===== src/rtl/lspd_pkg.sv =====
`timescale 1ns / 1ps
// ----------------------------------------------------------------------------
// lspd_pkg
// shared types and constants of the watch stepper pulse driver
// ----------------------------------------------------------------------------
package lspd_pkg;

    localparam int unsigned POS_W     = 9;
    localparam int unsigned TICK_W    = 16;
    localparam int unsigned STEP_W    = 10;
    localparam int unsigned PADDR_W   = 4;
    localparam int unsigned PDATA_W   = 32;

    localparam logic [POS_W-1:0]  FULL_TURN       = POS_W'(360);
    localparam logic [POS_W-1:0]  PPT_RESET       = POS_W'(180);
    localparam logic [TICK_W-1:0] ON_TICKS_RESET  = TICK_W'(10);
    localparam logic [TICK_W-1:0] OFF_TICKS_RESET = TICK_W'(10);

    // register indexes
    localparam logic [1:0] REG_PPT       = 2'd0;
    localparam logic [1:0] REG_ON_TICKS  = 2'd1;
    localparam logic [1:0] REG_OFF_TICKS = 2'd2;

    // opcodes
    localparam logic [1:0] OP_TICK  = 2'd0;
    localparam logic [1:0] OP_MOVE  = 2'd1;
    localparam logic [1:0] OP_START = 2'd2;

    // phase codes as seen on the result word
    localparam logic [1:0] PHASE_INIT = 2'd0;
    localparam logic [1:0] PHASE_WAIT = 2'd1;
    localparam logic [1:0] PHASE_ON   = 2'd2;
    localparam logic [1:0] PHASE_OFF  = 2'd3;

    typedef struct packed {
        logic [1:0]        opcode;
        logic [STEP_W-1:0] step_count;
        logic              turn_clockwise;
    } in_word_t;

    typedef struct packed {
        logic              pin_a_level;
        logic              pin_b_level;
        logic              pin_c_level;
        logic              pin_a_floating;
        logic              pin_b_floating;
        logic [POS_W-1:0]  hand_position;
        logic [1:0]        phase;
        logic [STEP_W-1:0] steps_remaining;
    } out_word_t;

    typedef struct packed {
        logic [POS_W-1:0]  positions_per_turn;
        logic [TICK_W-1:0] on_ticks;
        logic [TICK_W-1:0] off_ticks;
    } cfg_t;

    typedef struct packed {
        logic pin_a;
        logic pin_b;
        logic pin_c;
        logic float_a;
        logic float_b;
    } pins_t;

endpackage


===== src/rtl/lspd_regs.sv =====
`timescale 1ns / 1ps
// ----------------------------------------------------------------------------
// lspd_regs
// apb configuration registers: positions per turn, on and off tick counts
// ----------------------------------------------------------------------------
module lspd_regs import lspd_pkg::*; (
    input  logic               aclk,
    input  logic               aresetn,
    input  logic               psel,
    input  logic               penable,
    input  logic               pwrite,
    input  logic [PADDR_W-1:0] paddr,
    input  logic [PDATA_W-1:0] pwdata,
    output logic [PDATA_W-1:0] prdata,
    output logic               pready,
    output cfg_t               cfg
);

    cfg_t       cfg_reg;
    logic       wr_en;
    logic [1:0] reg_idx;

    assign pready  = 1'b1;
    assign wr_en   = psel & penable & pwrite & pready;
    assign reg_idx = paddr[3:2];
    assign cfg     = cfg_reg;

    always_ff @(posedge aclk) begin
        if (!aresetn) begin
            cfg_reg.positions_per_turn <= PPT_RESET;
            cfg_reg.on_ticks           <= ON_TICKS_RESET;
            cfg_reg.off_ticks          <= OFF_TICKS_RESET;
        end else if (wr_en) begin
            unique case (reg_idx)
                REG_PPT:       cfg_reg.positions_per_turn <= pwdata[POS_W-1:0];
                REG_ON_TICKS:  cfg_reg.on_ticks           <= pwdata[TICK_W-1:0];
                REG_OFF_TICKS: cfg_reg.off_ticks          <= pwdata[TICK_W-1:0];
                default: begin
                end
            endcase
        end
    end

    always_comb begin
        prdata = '0;
        unique case (reg_idx)
            REG_PPT:       prdata = PDATA_W'(cfg_reg.positions_per_turn);
            REG_ON_TICKS:  prdata = PDATA_W'(cfg_reg.on_ticks);
            REG_OFF_TICKS: prdata = PDATA_W'(cfg_reg.off_ticks);
            default:       prdata = '0;
        endcase
    end

endmodule


===== src/rtl/lspd_core.sv =====
`timescale 1ns / 1ps
// ----------------------------------------------------------------------------
// lspd_core
// phase sequencer, step counter, hand position and pin drive for one word
// ----------------------------------------------------------------------------
module lspd_core import lspd_pkg::*; (
    input  logic      aclk,
    input  logic      aresetn,
    input  cfg_t      cfg,
    input  logic      in_en,
    input  in_word_t  in_word,
    output out_word_t res_word
);

    typedef enum logic [1:0] {
        ST_INIT = PHASE_INIT,
        ST_WAIT = PHASE_WAIT,
        ST_ON   = PHASE_ON,
        ST_OFF  = PHASE_OFF
    } phase_t;

    phase_t             phase_reg,     phase_next;
    logic [STEP_W-1:0]  steps_reg,     steps_next;
    logic [POS_W-1:0]   position_reg,  position_next;
    logic               polarity_reg,  polarity_next;
    logic               direction_reg, direction_next;
    logic [TICK_W-1:0]  timer_reg,     timer_next;
    pins_t              pins_reg,      pins_next;

    logic [POS_W-1:0]   turn_last;
    logic [TICK_W-1:0]  on_len;
    logic [TICK_W-1:0]  off_len;
    logic               do_pulse;
    logic [POS_W-1:0]   pos_step;

    always_comb begin
        if (cfg.positions_per_turn == '0) begin
            turn_last = '0;
        end else if (cfg.positions_per_turn > FULL_TURN) begin
            turn_last = FULL_TURN - POS_W'(1);
        end else begin
            turn_last = cfg.positions_per_turn - POS_W'(1);
        end
    end

    assign on_len  = (cfg.on_ticks  == '0) ? TICK_W'(1) : cfg.on_ticks;
    assign off_len = (cfg.off_ticks == '0) ? TICK_W'(1) : cfg.off_ticks;

    always_comb begin
        phase_next     = phase_reg;
        steps_next     = steps_reg;
        position_next  = position_reg;
        polarity_next  = polarity_reg;
        direction_next = direction_reg;
        timer_next     = timer_reg;
        pins_next      = pins_reg;
        do_pulse       = 1'b0;

        case (in_word.opcode)
            OP_START: begin
                if (phase_reg == ST_INIT) begin
                    phase_next = ST_WAIT;
                end
            end
            OP_MOVE: begin
                if (phase_reg == ST_WAIT) begin
                    steps_next     = in_word.step_count;
                    direction_next = in_word.turn_clockwise;
                    do_pulse       = (in_word.step_count != '0);
                end
            end
            OP_TICK: begin
                if (phase_reg == ST_ON || phase_reg == ST_OFF) begin
                    if (timer_reg > TICK_W'(1)) begin
                        timer_next = timer_reg - TICK_W'(1);
                    end else if (phase_reg == ST_ON) begin
                        pins_next  = '0;
                        timer_next = off_len;
                        phase_next = ST_OFF;
                    end else if (steps_reg != '0) begin
                        do_pulse = 1'b1;
                    end else begin
                        timer_next = '0;
                        phase_next = ST_WAIT;
                    end
                end
            end
            default: begin
            end
        endcase

        // shared step start
        if (direction_next) begin
            pos_step = (position_reg >= turn_last) ? '0 : position_reg + POS_W'(1);
        end else begin
            pos_step = (position_reg == '0 || position_reg > turn_last) ?
                       turn_last : position_reg - POS_W'(1);
        end

        if (do_pulse) begin
            steps_next    = steps_next - STEP_W'(1);
            position_next = pos_step;
            pins_next     = '0;
            if (direction_next) begin
                pins_next.float_b = 1'b1;
                pins_next.pin_a   = polarity_reg;
            end else begin
                pins_next.float_a = 1'b1;
                pins_next.pin_b   = polarity_reg;
            end
            pins_next.pin_c = ~polarity_reg;
            polarity_next   = ~polarity_reg;
            timer_next      = on_len;
            phase_next      = ST_ON;
        end
    end

    always_ff @(posedge aclk) begin
        if (!aresetn) begin
            phase_reg     <= ST_INIT;
            steps_reg     <= '0;
            position_reg  <= '0;
            polarity_reg  <= 1'b1;
            direction_reg <= 1'b0;
            timer_reg     <= '0;
            pins_reg      <= '0;
        end else if (in_en) begin
            phase_reg     <= phase_next;
            steps_reg     <= steps_next;
            position_reg  <= position_next;
            polarity_reg  <= polarity_next;
            direction_reg <= direction_next;
            timer_reg     <= timer_next;
            pins_reg      <= pins_next;
        end
    end

    assign res_word.pin_a_level     = pins_next.pin_a;
    assign res_word.pin_b_level     = pins_next.pin_b;
    assign res_word.pin_c_level     = pins_next.pin_c;
    assign res_word.pin_a_floating  = pins_next.float_a;
    assign res_word.pin_b_floating  = pins_next.float_b;
    assign res_word.hand_position   = position_next;
    assign res_word.phase           = 2'(phase_next);
    assign res_word.steps_remaining = steps_next;

endmodule


===== src/rtl/lspd_out_buf.sv =====
`timescale 1ns / 1ps
// ----------------------------------------------------------------------------
// lspd_out_buf
// result register with skid stage; input ready drops only when the skid is full
// ----------------------------------------------------------------------------
module lspd_out_buf import lspd_pkg::*; (
    input  logic      aclk,
    input  logic      aresetn,
    input  logic      in_en,
    input  out_word_t in_word,
    output logic      in_ready,
    output logic      m_valid,
    input  logic      m_ready,
    output out_word_t m_word
);

    logic      main_valid_reg;
    logic      skid_valid_reg;
    out_word_t main_word_reg;
    out_word_t skid_word_reg;

    assign in_ready = ~skid_valid_reg;
    assign m_valid  = main_valid_reg;
    assign m_word   = main_word_reg;

    always_ff @(posedge aclk) begin
        if (!aresetn) begin
            main_valid_reg <= 1'b0;
            skid_valid_reg <= 1'b0;
        end else if (m_ready || !main_valid_reg) begin
            main_valid_reg <= skid_valid_reg | in_en;
            skid_valid_reg <= 1'b0;
        end else if (in_en) begin
            skid_valid_reg <= 1'b1;
        end
    end

    always_ff @(posedge aclk) begin
        if (m_ready || !main_valid_reg) begin
            main_word_reg <= skid_valid_reg ? skid_word_reg : in_word;
        end else if (in_en) begin
            skid_word_reg <= in_word;
        end
    end

endmodule


===== src/rtl/lavet_stepper_pulse_driver.sv =====
`timescale 1ns / 1ps
// ----------------------------------------------------------------------------
// lavet_stepper_pulse_driver
// three-pin pulse driver for a watch-hand stepper
//
// s_ channel takes one word per item: a tick, a move request or a start.
// m_ channel returns exactly one word per item with the pin drive, hand
// position, phase and steps left after that item.
// apb port holds positions per turn and the on and off tick counts; write
// only while no word is in flight.
// the result word is registered in the output buffer before it is on m_.
// throughput: one item per cycle while s_ready is high, set by the single
// state update between the state registers and the result register.
// a skid stage holds one more word while m_ready is low; s_ready then drops
// until the receiver takes a word.
// reset: registers return to 180 / 10 / 10, phase goes to init, hand to 0,
// pins all driven low, no word pending.
// ----------------------------------------------------------------------------
module lavet_stepper_pulse_driver import lspd_pkg::*; (
    input  logic               aclk,
    input  logic               aresetn,
    input  logic               s_valid,
    output logic               s_ready,
    input  in_word_t           s_word,
    output logic               m_valid,
    input  logic               m_ready,
    output out_word_t          m_word,
    input  logic               psel,
    input  logic               penable,
    input  logic               pwrite,
    input  logic [PADDR_W-1:0] paddr,
    input  logic [PDATA_W-1:0] pwdata,
    output logic [PDATA_W-1:0] prdata,
    output logic               pready
);

    cfg_t      cfg;
    logic      accept;
    out_word_t res_word;

    assign accept = s_valid & s_ready;

    lspd_regs u_regs (
        .aclk    (aclk),
        .aresetn (aresetn),
        .psel    (psel),
        .penable (penable),
        .pwrite  (pwrite),
        .paddr   (paddr),
        .pwdata  (pwdata),
        .prdata  (prdata),
        .pready  (pready),
        .cfg     (cfg)
    );

    lspd_core u_core (
        .aclk     (aclk),
        .aresetn  (aresetn),
        .cfg      (cfg),
        .in_en    (accept),
        .in_word  (s_word),
        .res_word (res_word)
    );

    lspd_out_buf u_out_buf (
        .aclk     (aclk),
        .aresetn  (aresetn),
        .in_en    (accept),
        .in_word  (res_word),
        .in_ready (s_ready),
        .m_valid  (m_valid),
        .m_ready  (m_ready),
        .m_word   (m_word)
    );

    // a pulse floats exactly one coil pin
    a_on_one_float: assert property (@(posedge aclk) disable iff (!aresetn)
        m_valid && m_word.phase == PHASE_ON |->
            $onehot({m_word.pin_a_floating, m_word.pin_b_floating}))
        else $error("pulse word does not float exactly one pin");

    // outside a pulse every pin is driven low
    a_idle_low: assert property (@(posedge aclk) disable iff (!aresetn)
        m_valid && m_word.phase != PHASE_ON |->
            !(m_word.pin_a_level || m_word.pin_b_level || m_word.pin_c_level ||
              m_word.pin_a_floating || m_word.pin_b_floating))
        else $error("pins not low outside pulse");

    // the driven coil pin and C are opposite during a pulse
    a_on_opposite: assert property (@(posedge aclk) disable iff (!aresetn)
        m_valid && m_word.phase == PHASE_ON |->
            ((m_word.pin_a_level | m_word.pin_b_level) != m_word.pin_c_level))
        else $error("coil and common pin not opposite");

    // a full skid stage implies a pending result word
    a_skid_main: assert property (@(posedge aclk) disable iff (!aresetn)
        !s_ready |-> m_valid)
        else $error("skid word without result word");

    a_pos_range: assert property (@(posedge aclk) disable iff (!aresetn)
        m_valid |-> m_word.hand_position < FULL_TURN)
        else $error("hand position beyond a full turn");

endmodule

===== config.mk =====
export PLATFORM = sky130hd
export DESIGN_NAME = lavet_stepper_pulse_driver
export DESIGN_NICKNAME = d
export VERILOG_FILES = /design/src/rtl/lspd_pkg.sv /design/src/rtl/lspd_regs.sv /design/src/rtl/lspd_core.sv /design/src/rtl/lspd_out_buf.sv /design/src/rtl/lavet_stepper_pulse_driver.sv
export SDC_FILE = /design/constraint.sdc
export NUM_CORES = 1
export LEC_CHECK = 0
export BUFFER_PORTS_ARGS = -buffer_cell sky130_fd_sc_hd__buf_2
export CAP_MARGIN = 20
export CORE_MARGIN = 10
export CORE_UTILIZATION = 40
export CTS_BUF_LIST = sky130_fd_sc_hd__clkbuf_8
export CTS_CLUSTER_DIAMETER = 100
export DETAILED_ROUTE_END_ITERATION = 16
export SYNTH_ARGS = -nofsm -noshare
export SYNTH_HDL_FRONTEND = slang
export SYNTH_HIERARCHICAL = 1
export SYNTH_SLANG_ARGS = --single-unit

===== constraint.sdc =====
create_clock -name aclk -period 3.58 [get_ports aclk]
set_input_delay 0 -clock aclk [delete_from_list [all_inputs] [get_ports aclk]]
set_output_delay 0 -clock aclk [all_outputs]
set_load 0.05 [all_outputs]

# Word-level counts from Yosys, hierarchy flattened

Index checks and enable logic that the tools add are counted.

Register bits: 139
Output and inout port bits: 61
Word-level logic and storage cells: 122

Add/subtract/negate cells: 5
Order comparisons: 4
Equal/unequal tests: 8
Mux-type cells: 43
Bitwise operators: 8
Reductions and logical operators: 22

Operators by type and width:

| cell                  | number |
|---|---|
| $mux 16               | 8 |
| $mux 9                | 6 |
| $pmux 16 s3           | 1 |
| $logic_not 16->1      | 2 |
| $mux 10               | 3 |
| $mux 26               | 1 |
| $mux 5                | 5 |
| $reduce_bool 10->1    | 2 |
| $logic_not 9->1       | 2 |
| $sub 9x1->9 const B   | 2 |
| $gt 16x1->1 const B   | 1 |
| $sub 16x1->16 const B | 1 |
| $mux 2                | 6 |
| $mux 1                | 11 |
| $reduce_and 2->1      | 5 |
| $sub 10x1->10 const B | 1 |
| $add 9x1->9 const B   | 1 |
| $ge 9x9->1            | 1 |
| $gt 9x9->1            | 1 |
| $gt 9x9->1 const B    | 1 |
| $eq 2x2->1 const B    | 4 |
| $eq 2x1->1 const B    | 3 |
| $logic_not 2->1       | 3 |
| $ne 4x1->1 const B    | 1 |
| other kinds (10)      | 18 |

# Logic depth before layout (Yosys ltp)

Word-level depth: 9
Depth in mapped cells: 17
Depth with buffers taken out: 16

# Cells and area by module

Netlist, hierarchy kept.

Modules (own cells, without submodules):

| module                     | times used | cells each | area each (um^2) | seq. area each (um^2) |
|---|---|---|---|---|
| lspd_core                  | 1          | 557        | 4,028.9          | 880.8 |
| lspd_out_buf               | 1          | 90         | 2,057.0          | 1,601.5 |
| lspd_regs                  | 1          | 220        | 2,006.9          | 820.8 |
| lavet_stepper_pulse_driver | 1          | 1          | 6.3              | 0.0 |

# Worst setup path before layout

No wires, ideal clock.

Kind: register -> register
From: register u_regs.cfg_reg (netlist bit u_regs/cfg[34])
To: register u_out_buf.main_word_reg (netlist bit u_out_buf/m_word[12]) (data pin)
Library setup time: 260 ps
Arrival: 3,597 ps
Data required time: 3,320 ps
Setup slack: -277 ps
Cell stages (with the launch flop): 15
Clock period less this slack: 3,857 ps
Path through: dfxtp_1 or4_1 clkbuf_1 or4_4 o21ai_0 ha_1 a211oi_1 o221ai_1 o2bb2ai_1 or2_2 clkbuf_1 and3_1 o21ai_0 o31ai_1 mux2_4

RTL lines:

| element              | RTL line           | source |
|---|---|---|
| start, declared      | lspd_regs.sv:19    | `cfg_t cfg_reg;` |
| end signal, assigned | lspd_out_buf.sv:40 | `main_word_reg <= skid_valid_reg ? skid_word_reg : in_word;` |
| end, declared        | lspd_out_buf.sv:19 | `out_word_t main_word_reg;` |

==> results.sh <==
export IMPL_cts_buffer_depth=2
export IMPL_synth_ff_type="dfxtp_1"
export IMPL_synth_compound_area_share_pct=15.8
export IMPL_synth_simple_area_share_pct=19.3
export IMPL_utilization_pct=49.8
export IMPL_grt_pass1_wl_mm=34.5
export IMPL_drt_wl_total_mm=21.4
export IMPL_cts_buffers=17
export IMPL_slew_headroom_pct=41.2
export IMPL_yosysSeqAreaShare_pct=40.8
export IMPL_final_cell_mix="102 x nand2_1, 84 x dfxtp_1, 81 x buf_2"
export IMPL_io_buffers=81
export IMPL_synthesis_instances=868
export IMPL_placement_rows=51
export IMPL_synthAdderAreaFrac_pct=2.47
export IMPL_leakage_nw=4.00
export IMPL_antenna_found_initial=0
export IMPL_pin_count=117
export IMPL_whs_endpoint="u_core/steps_reg[2]"
export IMPL_initial_utilization_pct=41.1
export IMPL_synth_cell_types=80
export IMPL_min_period_ns=3.62
export IMPL_final_antenna_net_count=0
export IMPL_path_common_cell="or4_4"
export IMPL_num_fill_cells=1868
export IMPL_status="finished, violations left"
export IMPL_cpPeakStageDelay_ns=0.58
export IMPL_rrSetupSlack_ns=-0.04
export IMPL_synth_area_top_cells="dfxtp_1 22%, edfxtp_1 19%, mux2i_1 7.7%"
export IMPL_core_um2=19700
export IMPL_gp_congestion=0.861
export IMPL_start_kind="flip-flop"
export IMPL_synth_top_family_by_area="simple AND/OR/NAND/NOR gates"
export IMPL_rr_startpoint="u_regs/cfg[35]"
export IMPL_num_vias=6816
export IMPL_drt_initial_drc_count=451
export IMPL_hold_violations=0
export IMPL_synthMuxAreaShare_pct=12.4
export IMPL_place_area_um2=8890
export IMPL_synth_top_cell_by_area="dfxtp_1"
export IMPL_setup_violations=3
export IMPL_layout_commonest_cell="nand2_1"
export IMPL_die_y_um=162
export IMPL_yosys_area_top_type_share_pct=21.5
export IMPL_worst_r2r_path_depth=12
export IMPL_synth_edf_count=52
export IMPL_finalPower_mw=3.75
export IMPL_slowest_stage="or4_4"
export IMPL_worstHoldStart="s_word[3]"
export IMPL_route_detailed_drc=0
export IMPL_die_w_um=162
export IMPL_worst_slack_ns=-0.0442
export IMPL_end_kind="flip-flop"
export IMPL_cp_max_fo=9
export IMPL_cts_tree="built"
export IMPL_wl_per_cell_um=16.8
export IMPL_cp_data_arrival_time_ns=3.84
export IMPL_dpl_worst_slack_ns=-0.104
export IMPL_worstSetupPathType="flip-flop to flip-flop"
export IMPL_path_cells="or4_4 > or4_4 > o21a_1 > ha_4 > inv_1 > nor3_2 > o2bb2ai_2 > or2_4 > and3_1 > o21ai_2 > o31ai_2 > mux2_4"
export IMPL_ys_async_sr_fraction_pct=0
export IMPL_syn_to_final_growth_pct=21.2
export IMPL_fin_area_um2=9820
export IMPL_layout_nets=1066
export IMPL_clk_pin_slew_ns=0.09
export IMPL_largest_register_ffs=41
export IMPL_drive_gt1_share_pct=26.0
export IMPL_die_area_um2=26300
export IMPL_whs_path_depth=5
export IMPL_clock_latency_ns=0.46
export IMPL_finClkSkew_ns=0.0105
export IMPL_htree_num_levels=4
export IMPL_grt_ovfl_total=0
export IMPL_worstPathRequired_ns=3.80
export IMPL_drt_vias_per_instance=5.36
export IMPL_first_pass_iters=5
export IMPL_tightest_slew_ns=0.879
export IMPL_drv_cap=0
export IMPL_clock_sinks=139
export IMPL_setup_tns_ns=-0.0874
export IMPL_drv_slew=0
export IMPL_ys_ff_latch=139
export IMPL_ys_warn_count=6
export IMPL_r2r_end="u_out_buf/m_word[12]"
export IMPL_detailedPlacementHpwl_mm=14.9
export IMPL_peakVddDrop_uv=364
export IMPL_rsz0062_at_grt="true"
export IMPL_final_period_utilization_pct=101
export IMPL_clock_tree_root_cell="clkbuf_8"
export IMPL_grt_pass1_vias=6583
export IMPL_avgSynthCellArea_um2=9.33
export IMPL_grt_start_max_net_pins=87
export IMPL_netlist_area_um2=8100
export IMPL_diodes=0
export IMPL_synth_xor_area_share_pct=3.14
export IMPL_violations="setup timing"
export IMPL_min_path_type="primary input to flip-flop"
export IMPL_grt_use_total_pct=15.8
export IMPL_timing_fmax_mhz=276
export IMPL_p_per_area_nw_per_um2=382
[critical path, delay by kind of cell, from the launching register on]
family / cells / cell delay [ns]
AO/OA/AOI/OAI: 4 / 0.54
adder cells (fa/ha/maj): 1 / 0.31
buffers and inverters: 1 / 0.05
flip-flops: 1 / 0.34
multiplexers: 1 / 0.27
AND/OR/NAND/NOR: 5 / 1.88
[metal layers]
layer | vias up | GRT usage, % | wire [µm]
li1 | 3388 | - | -
met1 | 3211 | 21.3 | 10200
met2 | 195 | 24.6 | 9800
met3 | 22 | 4.10 | 1180
met4 | 0 | 4.18 | 250
met5 | - | 0 | 0
[worst max path at each step]
| stage | start | end | slack (ns) | cells past startpoint |
|---|---|---|---|---|
| 2_1_floorplan | u_regs/cfg[34] | u_out_buf/m_word[19] | 0.02 | 14 |
| 3_3_place_gp | u_regs/cfg[32] | u_out_buf/m_word[18] | -0.002 | 16 |
| 3_5_place_dp | u_regs/cfg[34] | u_out_buf/m_word[17] | -0.10 | 12 |
| 4_1_cts | u_regs/cfg[32] | u_out_buf/m_word[17] | 0.00006 | 16 |
| 5_1_grt | u_regs/cfg[36] | u_out_buf/m_word[12] | -0.15 | 13 |
| 6_report | u_regs/cfg[35] | u_out_buf/m_word[12] | -0.04 | 12 |
[power by group]
| part | internal (mW) | leakage, nW | total (mW) | switching (mW) |
|---|---|---|---|---|
| clock network | 0.633 | 0.201 | 1.31 | 0.676 |
| registers | 1.70 | 1.24 | 1.73 | 0.0343 |
| logic | 0.247 | 2.57 | 0.709 | 0.462 |
| total | 2.58 | 4.00 | 3.75 | 1.17 |
[what timing repair did]
action | 4_1_cts | 5_1_grt
hold buffers | 23 | 0
setup endpoints to repair | 9 | 19
buffers inserted | 2 | 9
gates resized for setup | 9 | 45
gates cloned | 0 | 0
endpoints found under the hold margin | 55 | 0
pin swaps | 4 | 23
[through the flow]
| step | hold slack, ns | cells |
|---|---|---|
| 6_report | 0.0442 | 1272 |
| 3_3_place_gp | 0.278 | 1206 |
| 5_1_grt | 0.0847 | 1272 |
| 2_1_floorplan | 0.142 | 883 |
| 3_5_place_dp | 0.283 | 1206 |
| 4_1_cts | 0.0150 | 1263 |
[cells by family (layout without fill, tap and decap cells)]
logic type               Yosys count  after routing
AND/OR/NAND/NOR                  299            299
AO/OA/AOI/OAI                    203            203
flip-flops                       139            139
multiplexers                      90             90
buffers and inverters             90            214
XOR/XNOR                          29             29
adder cells (fa/ha/maj)           16             16
other                              2             17
[cell usage after synthesis, types with 19 or more instances]
| cell type | n |
|---|---|
| a21oi_1 | 48 |
| clkbuf_1 | 33 |
| edfxtp_1 | 52 |
| mux2i_1 | 62 |
| nor3_1 | 28 |
| buf_4 | 22 |
| inv_1 | 19 |
| nor2b_1 | 20 |
| nand2_1 | 103 |
| dfxtp_1 | 87 |
| nor2_1 | 47 |
| o21ai_0 | 66 |
[layout make-up]
cell class | instances | area (µm²) | share of cell area, %
Clock buffer | 17 | 234 | 2.38
Sequential cell | 139 | 3310 | 33.7
Clock inverter | 15 | 165 | 1.68
Timing Repair Buffer | 163 | 1090 | 11.1
Inverter | 19 | 71.3 | 0.726
Tap cell | 265 | 332 | 3.38
Multi-Input combinational cell | 654 | 4620 | 47.0
Note: power is estimated with default switching activity, not from simulation.
